[src/rtl/core/tcp_passive_connection_engine_core_defines.svh]
// Assertion macros for the TCP connection engine core.
// Used by the engine modules; no other dependencies.
`ifndef TCP_PASSIVE_CONNECTION_ENGINE_CORE_DEFINES_SVH
`define TCP_PASSIVE_CONNECTION_ENGINE_CORE_DEFINES_SVH
`ifndef SYNTHESIS
`define TPCE_ASSERT(label, clk, rst_n, prop) \
    label: assert property (@(posedge clk) disable iff (!rst_n) prop) else $error("%m failed");
`define TPCE_ASSERT_NR(label, clk, prop) \
    label: assert property (@(posedge clk) prop) else $error("%m failed");
`else
`define TPCE_ASSERT(label, clk, rst_n, prop)
`define TPCE_ASSERT_NR(label, clk, prop)
`endif
`endif

[src/rtl/core/tpce_pkg.sv]
// Package of the TCP connection engine: flag, phase and error codes, sizes.
// No dependencies.
package tpce_pkg;
    localparam int DefaultMaxConnections = 16;
    localparam logic [15:0] DefaultReceiveWindow = 16'd8192;
    localparam logic [3:0] SlotMask = 4'hf;

    localparam logic [7:0] FL_FIN = 8'h01;
    localparam logic [7:0] FL_SYN = 8'h02;
    localparam logic [7:0] FL_RST = 8'h04;
    localparam logic [7:0] FL_PSH = 8'h08;
    localparam logic [7:0] FL_ACK = 8'h10;

    localparam logic [1:0] PH_NONE = 2'd0;
    localparam logic [1:0] PH_SYNRCVD = 2'd1;
    localparam logic [1:0] PH_ESTAB = 2'd2;
    localparam logic [1:0] PH_CLOSEWAIT = 2'd3;

    localparam logic [2:0] ERR_OK = 3'd0;
    localparam logic [2:0] ERR_HANDSHAKE = 3'd1;
    localparam logic [2:0] ERR_RST_WINDOW = 3'd2;
    localparam logic [2:0] ERR_FLAGS = 3'd3;
    localparam logic [2:0] ERR_FULL = 3'd4;

    // Result of the table scan, passed from the search unit to the sequencer.
    typedef struct packed {
        logic done;
        logic found;
        logic free_found;
    } scan_status_t;
endpackage

[src/rtl/core/tcp_passive_connection_engine_core.sv]
// The key scan compares one slot a cycle through the shared comparator; after
// it come the slot read, the execute step and the result register, in that order.
// A new item is accepted only after the previous result has been taken.
// Reset empties the table at once through per-slot valid bits, window 8192.
// Top level of the TCP connection engine: sequencer, connection table, result.
// Depends on tpce_pkg, tpce_scan and the assertion header.
`include "tcp_passive_connection_engine_core_defines.svh"
module tcp_passive_connection_engine_core #(
    parameter int MAX_CONNECTIONS = tpce_pkg::DefaultMaxConnections
) (
    input  logic        clk,
    input  logic        rst_n,
    input  logic        cfg_we,
    input  logic [15:0] cfg_wdata,
    input  logic        in_valid,
    output logic        in_ready,
    input  logic [31:0] src_ip,
    input  logic [31:0] dst_ip,
    input  logic [15:0] remote_port,
    input  logic [15:0] local_port,
    input  logic [7:0]  seg_flags,
    input  logic [31:0] seg_seq,
    input  logic [31:0] seg_ack,
    input  logic [15:0] peer_window,
    input  logic [15:0] payload_len,
    input  logic [31:0] fresh_iss,
    input  logic [10:0] response_len,
    output logic        out_valid,
    input  logic        out_ready,
    output logic        reply_valid,
    output logic [7:0]  reply_flags,
    output logic [31:0] reply_seq,
    output logic [31:0] reply_ack,
    output logic [15:0] reply_window,
    output logic [3:0]  conn_slot,
    output logic [1:0]  conn_phase,
    output logic [2:0]  error_code
);
    localparam int SlotW = (MAX_CONNECTIONS > 1) ? $clog2(MAX_CONNECTIONS) : 1;

    typedef enum logic [4:0] {
        ST_IDLE  = 5'b00001,
        ST_SCAN  = 5'b00010,
        ST_READ  = 5'b00100,
        ST_EXEC  = 5'b01000,
        ST_OUT   = 5'b10000
    } state_t;

    state_t state_reg, state_next;
    logic [15:0] rwin_reg;
    logic [MAX_CONNECTIONS-1:0] valid_reg;

    // Latched item.
    logic [95:0] key_reg;
    logic [7:0]  fl_reg;
    logic [31:0] seq_reg, ack_reg, iss_reg;
    logic [15:0] pwin_reg, plen_reg;
    logic [10:0] rlen_reg;

    // Connection table memories.
    logic [95:0] key_mem [MAX_CONNECTIONS];
    logic [1:0]  ph_mem [MAX_CONNECTIONS];
    logic [31:0] rnxt_mem [MAX_CONNECTIONS];
    logic [31:0] rini_mem [MAX_CONNECTIONS];
    logic [31:0] snxt_mem [MAX_CONNECTIONS];
    logic [31:0] suna_mem [MAX_CONNECTIONS];
    logic [31:0] sini_mem [MAX_CONNECTIONS];
    logic [15:0] spw_mem [MAX_CONNECTIONS];

    logic [SlotW-1:0] scan_addr, hit_slot, free_slot;
    logic [95:0] scan_key_reg;
    tpce_pkg::scan_status_t scan_st;
    logic scan_start;

    logic [1:0]  ph_rd_reg;
    logic [31:0] rnxt_rd_reg, snxt_rd_reg;
    logic        found_reg;

    logic        ov_reg;
    logic        rv_reg, rv_next;
    logic [7:0]  rf_reg, rf_next;
    logic [31:0] rs_reg, rs_next;
    logic [31:0] ra_reg, ra_next;
    logic [15:0] rw_reg, rw_next;
    logic [3:0]  cs_reg, cs_next;
    logic [1:0]  cp_reg, cp_next;
    logic [2:0]  ec_reg, ec_next;

    assign in_ready = (state_reg == ST_IDLE);
    assign scan_start = in_valid && in_ready;

    tpce_scan #(.MaxConnections(MAX_CONNECTIONS), .SlotW(SlotW)) u_scan (
        .clk(clk), .rst_n(rst_n), .start(scan_start),
        .key(key_reg),
        .valid_bits(valid_reg), .rd_addr(scan_addr), .rd_key(scan_key_reg),
        .status(scan_st), .hit_slot(hit_slot), .free_slot(free_slot)
    );

    always_ff @(posedge clk)
    begin
        scan_key_reg <= key_mem[scan_addr];
    end

    always_comb
    begin
        state_next = state_reg;
        case (state_reg)
            ST_IDLE: if (scan_start) state_next = ST_SCAN;
            ST_SCAN: if (scan_st.done) state_next = ST_READ;
            ST_READ: state_next = ST_EXEC;
            ST_EXEC: state_next = ST_OUT;
            ST_OUT:  if (out_ready) state_next = ST_IDLE;
            default: state_next = ST_IDLE;
        endcase
    end

    // Decision logic for the execute step.
    logic syn, ackf, fin, rst;
    logic [31:0] rst_diff, una_ack;
    logic [31:0] a_sum;
    always_comb
    begin
        syn = fl_reg[1];
        fin = fl_reg[0];
        rst = fl_reg[2];
        ackf = fl_reg[4];
        rst_diff = seq_reg - rnxt_rd_reg;
        a_sum = seq_reg + {16'd0, plen_reg} + {31'd0, fin} + {31'd0, syn};
        una_ack = ack_reg;
    end

    logic [SlotW-1:0] s_reg;

    // Reply header, slot, phase and error code for the item in the execute step.
    always_comb
    begin
        rv_next = 1'b0;
        rf_next = '0;
        rs_next = '0;
        ra_next = '0;
        rw_next = '0;
        cs_next = '0;
        cp_next = tpce_pkg::PH_NONE;
        ec_next = tpce_pkg::ERR_OK;
        if (!found_reg)
        begin
            if (!rst && syn && !ackf)
            begin
                if (!scan_st.free_found)
                    ec_next = tpce_pkg::ERR_FULL;
                else
                begin
                    rv_next = 1'b1;
                    rf_next = tpce_pkg::FL_SYN | tpce_pkg::FL_ACK;
                    rs_next = iss_reg;
                    ra_next = seq_reg + 32'd1;
                    rw_next = rwin_reg;
                    cs_next = 4'(free_slot) & tpce_pkg::SlotMask;
                    cp_next = tpce_pkg::PH_SYNRCVD;
                end
            end
            else if (!rst && ackf)
            begin
                rv_next = 1'b1;
                rf_next = tpce_pkg::FL_RST;
                rs_next = ack_reg;
            end
            else if (!rst)
            begin
                rv_next = 1'b1;
                rf_next = tpce_pkg::FL_RST | tpce_pkg::FL_ACK;
                ra_next = a_sum;
            end
        end
        else
        begin
            cs_next = 4'(s_reg) & tpce_pkg::SlotMask;
            cp_next = ph_rd_reg;
            if (rst)
            begin
                if (rst_diff < {16'd0, rwin_reg})
                    cp_next = tpce_pkg::PH_NONE;
                else
                    ec_next = tpce_pkg::ERR_RST_WINDOW;
            end
            else
            begin
                case (ph_rd_reg)
                    tpce_pkg::PH_SYNRCVD:
                    begin
                        if (ackf && !syn)
                        begin
                            if (ack_reg == snxt_rd_reg)
                                cp_next = tpce_pkg::PH_ESTAB;
                            else
                                ec_next = tpce_pkg::ERR_HANDSHAKE;
                        end
                        else if (!(syn && !ackf))
                            ec_next = tpce_pkg::ERR_FLAGS;
                    end
                    tpce_pkg::PH_ESTAB:
                    begin
                        if (fin)
                        begin
                            rv_next = 1'b1;
                            rf_next = tpce_pkg::FL_ACK;
                            rs_next = snxt_rd_reg;
                            ra_next = seq_reg + 32'd1;
                            rw_next = rwin_reg;
                            cp_next = tpce_pkg::PH_CLOSEWAIT;
                        end
                        else if (plen_reg != 16'd0)
                        begin
                            rv_next = 1'b1;
                            rf_next = (rlen_reg != 11'd0) ?
                                      (tpce_pkg::FL_PSH | tpce_pkg::FL_ACK) : tpce_pkg::FL_ACK;
                            rs_next = snxt_rd_reg;
                            ra_next = rnxt_rd_reg + {16'd0, plen_reg};
                            rw_next = rwin_reg;
                        end
                    end
                    default:
                        cp_next = ph_rd_reg;
                endcase
            end
        end
    end

    always_ff @(posedge clk or negedge rst_n)
    begin
        if (!rst_n)
        begin
            state_reg <= ST_IDLE;
            rwin_reg <= tpce_pkg::DefaultReceiveWindow;
            valid_reg <= '0;
            ov_reg <= 1'b0;
        end
        else
        begin
            state_reg <= state_next;
            if (cfg_we)
                rwin_reg <= cfg_wdata;
            if (state_reg == ST_EXEC)
            begin
                ov_reg <= 1'b1;
                if (!found_reg)
                begin
                    if (!rst && syn && !ackf && scan_st.free_found)
                        valid_reg[free_slot] <= 1'b1;
                end
                else if (rst && rst_diff < {16'd0, rwin_reg})
                    valid_reg[s_reg] <= 1'b0;
            end
            else if (state_reg == ST_OUT && out_ready)
                ov_reg <= 1'b0;
        end
    end

    always_ff @(posedge clk)
    begin
        if (scan_start)
        begin
            key_reg <= {src_ip, dst_ip, remote_port, local_port};
            fl_reg <= seg_flags;
            seq_reg <= seg_seq;
            ack_reg <= seg_ack;
            iss_reg <= fresh_iss;
            pwin_reg <= peer_window;
            plen_reg <= payload_len;
            rlen_reg <= response_len;
        end
        if (state_reg == ST_SCAN && scan_st.done)
        begin
            s_reg <= hit_slot;
            found_reg <= scan_st.found;
        end
        if (state_reg == ST_READ)
        begin
            ph_rd_reg <= ph_mem[s_reg];
            rnxt_rd_reg <= rnxt_mem[s_reg];
            snxt_rd_reg <= snxt_mem[s_reg];
        end
        if (state_reg == ST_EXEC)
        begin
            rv_reg <= rv_next;
            rf_reg <= rf_next;
            rs_reg <= rs_next;
            ra_reg <= ra_next;
            rw_reg <= rw_next;
            cs_reg <= cs_next;
            cp_reg <= cp_next;
            ec_reg <= ec_next;
            if (!found_reg)
            begin
                if (!rst && syn && !ackf && scan_st.free_found)
                begin
                    key_mem[free_slot] <= key_reg;
                    ph_mem[free_slot] <= tpce_pkg::PH_SYNRCVD;
                    rini_mem[free_slot] <= seq_reg;
                    rnxt_mem[free_slot] <= seq_reg + 32'd1;
                    spw_mem[free_slot] <= pwin_reg;
                    sini_mem[free_slot] <= iss_reg;
                    snxt_mem[free_slot] <= iss_reg + 32'd1;
                    suna_mem[free_slot] <= iss_reg;
                end
            end
            else
            begin
                if (rst)
                begin
                    if (rst_diff < {16'd0, rwin_reg})
                        ph_mem[s_reg] <= tpce_pkg::PH_NONE;
                end
                else
                begin
                    case (ph_rd_reg)
                        tpce_pkg::PH_SYNRCVD:
                        begin
                            if (syn && !ackf)
                            begin
                                rini_mem[s_reg] <= seq_reg;
                                rnxt_mem[s_reg] <= seq_reg + 32'd1;
                                spw_mem[s_reg] <= pwin_reg;
                                sini_mem[s_reg] <= iss_reg;
                                snxt_mem[s_reg] <= iss_reg + 32'd1;
                                suna_mem[s_reg] <= iss_reg;
                            end
                            else if (ackf && !syn && ack_reg == snxt_rd_reg)
                            begin
                                ph_mem[s_reg] <= tpce_pkg::PH_ESTAB;
                                suna_mem[s_reg] <= una_ack;
                            end
                        end
                        tpce_pkg::PH_ESTAB:
                        begin
                            if (fin)
                            begin
                                rnxt_mem[s_reg] <= seq_reg + 32'd1;
                                ph_mem[s_reg] <= tpce_pkg::PH_CLOSEWAIT;
                            end
                            else if (plen_reg != 16'd0)
                            begin
                                rnxt_mem[s_reg] <= rnxt_rd_reg + {16'd0, plen_reg};
                                if (rlen_reg != 11'd0)
                                    snxt_mem[s_reg] <= snxt_rd_reg + {21'd0, rlen_reg};
                            end
                        end
                        default:
                        begin
                        end
                    endcase
                end
            end
        end
    end

    assign out_valid = ov_reg;
    assign reply_valid = rv_reg;
    assign reply_flags = rf_reg;
    assign reply_seq = rs_reg;
    assign reply_ack = ra_reg;
    assign reply_window = rw_reg;
    assign conn_slot = cs_reg;
    assign conn_phase = cp_reg;
    assign error_code = ec_reg;

    `TPCE_ASSERT(a_out_only_in_out, clk, rst_n, out_valid |-> (state_reg == ST_OUT))
    `TPCE_ASSERT(a_no_accept_busy, clk, rst_n, (state_reg != ST_IDLE) |-> !in_ready)
    `TPCE_ASSERT(a_exec_then_out, clk, rst_n, (state_reg == ST_EXEC) |=> out_valid)
    `TPCE_ASSERT_NR(a_reset_empty, clk, !rst_n |-> (valid_reg == '0))
endmodule

[src/rtl/core/tpce_scan.sv]
// Table search unit: one shared key comparator stepped over the slots.
// Depends on tpce_pkg.
`include "tcp_passive_connection_engine_core_defines.svh"
module tpce_scan #(
    parameter int MaxConnections = tpce_pkg::DefaultMaxConnections,
    parameter int SlotW = (MaxConnections > 1) ? $clog2(MaxConnections) : 1
) (
    input  logic                     clk,
    input  logic                     rst_n,
    input  logic                     start,
    input  logic [95:0]              key,
    input  logic [MaxConnections-1:0] valid_bits,
    output logic [SlotW-1:0]         rd_addr,
    input  logic [95:0]              rd_key,
    output tpce_pkg::scan_status_t   status,
    output logic [SlotW-1:0]         hit_slot,
    output logic [SlotW-1:0]         free_slot
);
    localparam logic [SlotW:0] Last = (SlotW+1)'(MaxConnections - 1);

    logic              busy_reg, busy_next;
    logic              cmp_reg, cmp_next;
    logic [SlotW:0]    idx_reg, idx_next;
    logic [SlotW-1:0]  cmp_idx_reg, cmp_idx_next;
    logic              found_reg, found_next;
    logic              free_reg, free_next;
    logic              done_reg, done_next;
    logic [SlotW-1:0]  hit_reg, hit_next;
    logic [SlotW-1:0]  fs_reg, fs_next;

    assign rd_addr = idx_reg[SlotW-1:0];

    always_comb
    begin
        busy_next = busy_reg;
        cmp_next = 1'b0;
        idx_next = idx_reg;
        cmp_idx_next = cmp_idx_reg;
        found_next = found_reg;
        free_next = free_reg;
        done_next = 1'b0;
        hit_next = hit_reg;
        fs_next = fs_reg;
        if (start)
        begin
            busy_next = 1'b1;
            idx_next = '0;
            found_next = 1'b0;
            free_next = 1'b0;
        end
        else
        begin
            // The read issued in the last cycle returns now and is compared.
            if (cmp_reg)
            begin
                if (!found_reg && valid_bits[cmp_idx_reg] && rd_key == key)
                begin
                    found_next = 1'b1;
                    hit_next = cmp_idx_reg;
                end
                if (!free_reg && !valid_bits[cmp_idx_reg])
                begin
                    free_next = 1'b1;
                    fs_next = cmp_idx_reg;
                end
                if (cmp_idx_reg == Last[SlotW-1:0])
                    done_next = 1'b1;
            end
            if (busy_reg)
            begin
                cmp_next = 1'b1;
                cmp_idx_next = idx_reg[SlotW-1:0];
                if (idx_reg == Last)
                    busy_next = 1'b0;
                else
                    idx_next = idx_reg + 1'b1;
            end
        end
    end

    always_ff @(posedge clk or negedge rst_n)
    begin
        if (!rst_n)
        begin
            busy_reg <= 1'b0;
            cmp_reg <= 1'b0;
            done_reg <= 1'b0;
            idx_reg <= '0;
            found_reg <= 1'b0;
            free_reg <= 1'b0;
        end
        else
        begin
            busy_reg <= busy_next;
            cmp_reg <= cmp_next;
            done_reg <= done_next;
            idx_reg <= idx_next;
            found_reg <= found_next;
            free_reg <= free_next;
        end
    end

    always_ff @(posedge clk)
    begin
        cmp_idx_reg <= cmp_idx_next;
        hit_reg <= hit_next;
        fs_reg <= fs_next;
    end

    assign status = '{done: done_reg, found: found_reg, free_found: free_reg};
    assign hit_slot = hit_reg;
    assign free_slot = fs_reg;

    `TPCE_ASSERT(a_done_after_cmp, clk, rst_n, done_reg |-> $past(cmp_reg))
    `TPCE_ASSERT(a_no_cmp_idle, clk, rst_n, (!busy_reg && !cmp_reg) |=> !cmp_reg)
    `TPCE_ASSERT(a_done_pulse, clk, rst_n, done_reg |=> !done_reg)
endmodule
[config.mk]
export PLATFORM = sky130hd
export DESIGN_NAME = tcp_passive_connection_engine_core
export DESIGN_NICKNAME = d
export VERILOG_FILES = /design/src/rtl/core/tpce_pkg.sv /design/src/rtl/core/tcp_passive_connection_engine_core.sv /design/src/rtl/core/tpce_scan.sv
export VERILOG_INCLUDE_DIRS = /design/src /design/src/rtl/core
export SDC_FILE = /design/constraint.sdc
export NUM_CORES = 2
export LEC_CHECK = 0
export BUFFER_PORTS_ARGS = -buffer_cell sky130_fd_sc_hd__clkbuf_2
export CAP_MARGIN = 0
export CELL_PAD_IN_SITES_DETAIL_PLACEMENT = 0
export CELL_PAD_IN_SITES_GLOBAL_PLACEMENT = 1
export CORE_MARGIN = 2
export CORE_UTILIZATION = 40
export DETAILED_ROUTE_END_ITERATION = 10
export PLACE_DENSITY = 0.73
export REMOVE_ABC_BUFFERS = 1
export SKIP_LAST_GASP = 1
export SYNTH_ARGS = -nofsm -noshare
export SYNTH_HDL_FRONTEND = slang
export SYNTH_SLANG_ARGS = --single-unit
[constraint.sdc]
create_clock -name clk -period 18.9 [get_ports clk]
set_input_delay 3.78 -clock clk [delete_from_list [all_inputs] [get_ports clk]]
set_output_delay 3.78 -clock clk [all_outputs]
set_load 0.005 [all_outputs]
After elaboration in Yosys (flattened, before gate mapping)
Memory sizes are Yosys's and may differ from the RTL's. A register that Yosys moved wholly into a read port is not among the register bits.
Cells that the tools add are included.
Word-level totals
  bits in registers: 387
  memories kept: 4
  memory bits (writable): 2592
  bits of input ports: 264
  logic and storage cells: 267
Memory list
  key_mem: depth 16, width 96, read ports 1, clocked after Yosys merged registers in 1, wr ports 1, line tcp_passive_connection_engine_core.sv:61  | logic [95:0] key_mem [MAX_CONNECTIONS];
  rnxt_mem: depth 16, width 32, read ports 1, clocked after Yosys merged registers in 1, wr ports 1, line tcp_passive_connection_engine_core.sv:63  | logic [31:0] rnxt_mem [MAX_CONNECTIONS];
  snxt_mem: depth 16, width 32, read ports 1, clocked after Yosys merged registers in 1, wr ports 1, line tcp_passive_connection_engine_core.sv:65  | logic [31:0] snxt_mem [MAX_CONNECTIONS];
  ph_mem: depth 16, width 2, read ports 1, clocked after Yosys merged registers in 1, wr ports 1, line tcp_passive_connection_engine_core.sv:62  | logic [1:0] ph_mem [MAX_CONNECTIONS];
Operators by class
  eq/ne operators: 16
  reduce and logical (&&, ||, !) cells: 41
  add/sub/neg operators: 9
  multiplexer cells: 152
  bitwise logic cells: 9
  magnitude comparators: 6
Operators with widths (count)
  2-to-1 mux 32 bit: 22
  2-to-1 mux 16 bit: 10
  == test 96 bit: 1
  2-to-1 mux 1 bit: 76
  2-to-1 mux 5 bit: 13
  adder 32 x 1 -> 32 bit: 2
  adder 32 x 1 -> 32 bit (second input constant): 2
  adder 32 x 16 -> 32 bit: 2
  OR reduction 32 bit: 2
  adder 32 x 11 -> 32 bit: 1
  == test 32 bit: 1
  < comparator 32 x 16 -> 1 bit: 1
  subtractor 32 bit: 1
  2-to-1 mux 4 bit: 7
  case mux 5 bit (5 select lines): 1
  2-to-1 mux 2 bit: 11
  2-to-1 mux 3 bit: 6
  AND 16 bit: 1
  logical AND 1 bit: 16
  2-to-1 mux 8 bit: 2
  NOT 16 bit: 1
  OR 16 bit: 1
  nonzero test 16 bit: 1
  < comparator 4 x 5 -> 1 bit (second input constant): 3
  other kinds (23): 49

Logic depth before layout (Yosys ltp)
  depth after elaboration: 14
  depth in mapped cells: 24

Modules after synthesis
A second synthesis with hierarchy kept.
Second synthesis, totals
  cell total of the unflattened synthesis: 6052
  area, all modules: 124252.9 µm²
Modules (own cells, without submodules)
  tcp_passive_connection_engine_core: area an instance 122059.6 µm², cells each 5820, instances 1, seq. area each 92361.1 µm²
  tpce_scan: area an instance 2193.4 µm², cells each 232, instances 1, seq. area each 610.6 µm²

Least setup slack after synthesis
OpenSTA, ideal clock, no wires.
  kind: register to register
  from: register state_reg[1]
  to: memory rnxt_mem[7][0], enable pin
  buffers on the path: 0
  arrival: 8.995 ns
  clock period less this slack: 9.423 ns
  cell stages (with the launch flop): 8
  library setup time: 0.428 ns
  setup slack: 9.477 ns
  path through: dfrtp_1 -> or3_1 -> or2_0 -> clkinv_1 -> o31ai_1 -> nand2b_1 -> a21oi_1 -> o21bai_1
Between the ends
  word-level cells in the longest chain between the ends: 7
  elaborated cells on any way between the ends: 14
  those cells by class: eq/ne: 1; mux: 10; bitwise: 2; reduce/logical: 1
RTL lines
  start, declared: line tcp_passive_connection_engine_core.sv:49  | state_t state_reg, state_next;
  start signal, assigned: line tcp_passive_connection_engine_core.sv:240  | state_reg <= state_next;
  == test 5 x 4 -> 1 bit *: line tcp_passive_connection_engine_core.sv:283  | if (state_reg == ST_EXEC)
  2-to-1 mux 1 bit, on equally long branches (2 in series)
  OR 1 bit (no line) (2 in series)
  OR reduction 32 bit (no line)
  2-to-1 mux 4 bit (no line) or 2-to-1 mux 1 bit (tied branches)
  end, declared: line tcp_passive_connection_engine_core.sv:63
Every way passes the cells marked *; elsewhere a longest branch is shown, timed or not.

Final worst setup path
  from: register seq_reg[4]
  to: memory ph_mem[4][0], enable pin
Between the ends
  word-level cells in the longest chain between the ends: 11
  elaborated cells on any way between the ends: 12
  those cells by class: add/sub: 1; order compare: 1; mux: 7; bitwise: 2; reduce/logical: 1
RTL lines
  start, declared: line tcp_passive_connection_engine_core.sv:56  | logic [31:0] seq_reg, ack_reg, iss_reg;
  start signal, assigned: line tcp_passive_connection_engine_core.sv:265  | seq_reg <= seg_seq;
  subtractor 32 bit *: line tcp_passive_connection_engine_core.sv:127  | rst_diff = seq_reg - rnxt_rd_reg;
  < comparator 32 x 16 -> 1 bit *: line tcp_passive_connection_engine_core.sv:311  | if (rst_diff < {16'd0, rwin_reg})
  2-to-1 mux 1 bit *: line tcp_passive_connection_engine_core.sv:311
  2-to-1 mux 1 bit *: line tcp_passive_connection_engine_core.sv:309  | if (rst)
  2-to-1 mux 1 bit *: line tcp_passive_connection_engine_core.sv:293  | if (!found_reg)
  2-to-1 mux 1 bit *: line tcp_passive_connection_engine_core.sv:283
  2-to-1 mux 1 bit (implied by the code) *: line tcp_passive_connection_engine_core.sv:312  | ph_mem[s_reg] <= tpce_pkg::PH_NONE;
  OR 1 bit (no line) * (2 in series)
  OR reduction 2 bit (no line)
  2-to-1 mux 4 bit (no line) or 2-to-1 mux 1 bit (tied branches)
  end, declared: line tcp_passive_connection_engine_core.sv:62
Marks and branches as above.

==> results.ini <==
[final_layout]
fin_util_pct = 45.9
drive_above_1_share_pct = 27.0
largest_reg_flops = 1536
fillCellCount = 25400
multi_input_area_sq_um = 29400
fin_area_sq_um = 141000
largestRegisters = key_mem x1536, rnxt_mem x512, snxt_mem x512
largest_register = key_mem
seq_area_sq_um = 93000
area_delta_synth_final_pct = 14.5
num-nets-final = 6878

[routing]
post_drt_wl_per_cell_microns = 28.2
firstDrtPassIters = 6
avgViaCountPerCell = 5.68
drt-total-wl_microns = 307000
ant_nets = 0
vias = 61900
drtIter0Drc = 7480
drc = 0

[sta]
min_period_over_period_pct = 34.6
max_clock_freq_mhz = 153
setup_tns_ps = 0
setup_violations = 0
maxSlewHeadroom_pct = 11.7
slew_viol_final = 0
rsz0062_at_grt = false
fin_skew_ps = 81.6
finalHoldViolCount = 0
fin_crit_ps = 6540
tightest_slew_ps = 1320

[cts]
post_cts_buffers = 0
postCtsHoldBufs = 0
ctsResizeCount = 0
cts_max_level = 5
root_buffer = clkbuf_16
cts_max_path_buffers = 4
cts_buffers = 321
cts_tree = yes
cts_sinks = 3136
clkLatencyLatePin_ps = 940
clkTransAtPathRegs_ps = 60

[placement]
dp_hpwl_microns = 168000
gp_congestion = 0.867
port_buffers = 339
detailed_place.area_sq_um = 131000

[floorplan]
core-area_sq_um = 308000
die_w_microns = 560
io_pins = 364
dieArea_sq_um = 313000
row_count = 204
initial_core_util_pct = 40.1
die_y_microns = 560

[min_path]
hold_path.class = flip-flop to flip-flop

[worst_setup_path]
slowest_stage = or4_4
startpoint_type = flip-flop
critPathMaxStageDelay_ps = 550
worst-path-max-fanout = 23
endpoint_kind = flip-flop
critPathArrivalTime_ps = 7070
worst_ep_required_time_ps = 19430
cp_top_family = simple AND/OR/NAND/NOR gates
critPathKind = flip-flop to flip-flop
cp_cell_sequence = ha_1, o211ai_1, a21oi_1, o22ai_1, a41oi_1, nand2_1, xnor2_1, ha_1, nand4_1, nor3_1, o211ai_1, a21oi_1, nor4_1, nand4_1, or4_1, or4_4, nor4_4, buf_4, nor2_1, o21ai_0
cp.buffers_inverters = 1

[run]
maxCapViolations = 0

[synthesis]
ys_seq_area_share_pct = 75.3
async_flop_share_pct = 1.53
yosysMostFrequentCell = edfxtp_1
synth_top_area_cell = edfxtp_1
ys_types = 79
synthTopCellsByCount = edfxtp_1 (2992), mux4_2 (815), clkbuf_1 (197)
ys_warn_count = 0
synthTopCellsByArea = edfxtp_1 (73%), mux4_2 (15%), dfxtp_1 (1.6%)
syn-cell-area_sq_um = 124000
synth-seq-cells = 3136
synth-edff-count = 2992
ys.flop_type = edfxtp_1
avgSynthCellArea_sq_um = 20.7
synth_top_area_share_pct = 72.7
netlist_instances = 5967

[global_route]
grt_max_degree = 146
grt_pass1_wl_microns = 443000
grt_pass1_vias = 63100
overflow = 0
grtUsageTotal_pct = 19.3
antenna_found_initial = 17

[pwr]
vdd_ir_drop_max_mv = 0.0938
power_leakage_nw = 45.6
total_power_mw = 17.4
p_per_area_nw_per_um2 = 123

[status]
outcome = completed

==> worst register-to-register path: stages (launching register included) <==
cell and delay (ps):
edfxtp_1 510, ha_1 420, o211ai_1 110, a21oi_1 280
o22ai_1 220, a41oi_1 420, nand2_1 210, xnor2_1 170
ha_1 320, nand4_1 130, nor3_1 130, o211ai_1 120
a21oi_1 110, nor4_1 500, nand4_1 140, or4_1 530
or4_4 550, nor4_4 320, buf_4 320, nor2_1 230
o21ai_0 460
==> through the flow <==
stage               hold slack [ps]  setup slack, ps  std cells
global placement                404            11980      10300
finish                          420            12360      10900
global route                    433            11980      10900
floorplan                       400             2390       5710
CTS                             421            12480      10900
detailed placement              407            11910      10300
==> path summary, 6_finish.rpt <==
check	depth (start not counted)	slack, ps	endpoint	start
setup reg to reg	20	12360	ph_mem[4][0]	seq_reg[4]
setup / recovery	20	12360	ph_mem[4][0]	seq_reg[4]
max in group asynchronous	2	15310	u_scan.idx_reg[1]	rst_n
min in group asynchronous	2	3030	rwin_reg[7]	rst_n
hold / removal	0	420	s_reg[2]	u_scan.hit_slot[2]
hold reg to reg	0	420	s_reg[2]	u_scan.hit_slot[2]
==> report_power, final <==
group | total, mW | switching, mW | internal (mW)
logic | 2.66 | 1.36 | 1.30
clock network | 6.25 | 2.66 | 3.60
registers | 8.53 | 0.395 | 8.13
total | 17.4 | 4.42 | 13.0
==> per-layer routing <==
metal / GRT usage [%] / share of wire, %
met1: 26.5 / 40
met2: 32.0 / 50
met3: 2.82 / 7.2
met4: 5.32 / 2.6
met5: 0 / 0.013
==> final cells by class <==
type / instances / share of cell area [%]
Inverter: 182 / 0.534
Timing Repair Buffer: 463 / 1.93
Multi-Input combinational cell: 2392 / 20.8
Clock buffer: 426 / 6.18
Clock inverter: 159 / 1.18
Tap cell: 4120 / 3.65
Sequential cell: 3136 / 65.8
Antenna cell: 4 / 0.00708
==> layout by cell type, fill, tap and decap left out, types with 76 or more instances in the layout <==
cell / n
buf_4: 115
xor2_1: 88
xnor2_1: 148
clkbuf_16: 325
edfxtp_1: 2992
mux4_2: 815
inv_1: 166
nand2_1: 188
nor2_1: 155
dfxtp_1: 96
clkbuf_1: 79
ha_1: 113
o21ai_0: 110
a21oi_1: 121
clkbuf_2: 339
nand3_1: 76
==> cell families (layout without fill, tap and decap cells) <==
family,count (synthesis),in the layout,share of synthesized area [%]
flip-flops,3136,3136,75.3
multiplexers,829,829,15.0
AND/OR/NAND/NOR,665,665,2.61
AO/OA/AOI/OAI,540,540,2.90
buffers and inverters,442,1230,1.36
XOR/XNOR,236,236,1.67
adder cells (fa/ha/maj),118,118,1.23
other,1,8,0.00304
(Power assumes the default switching activity.)
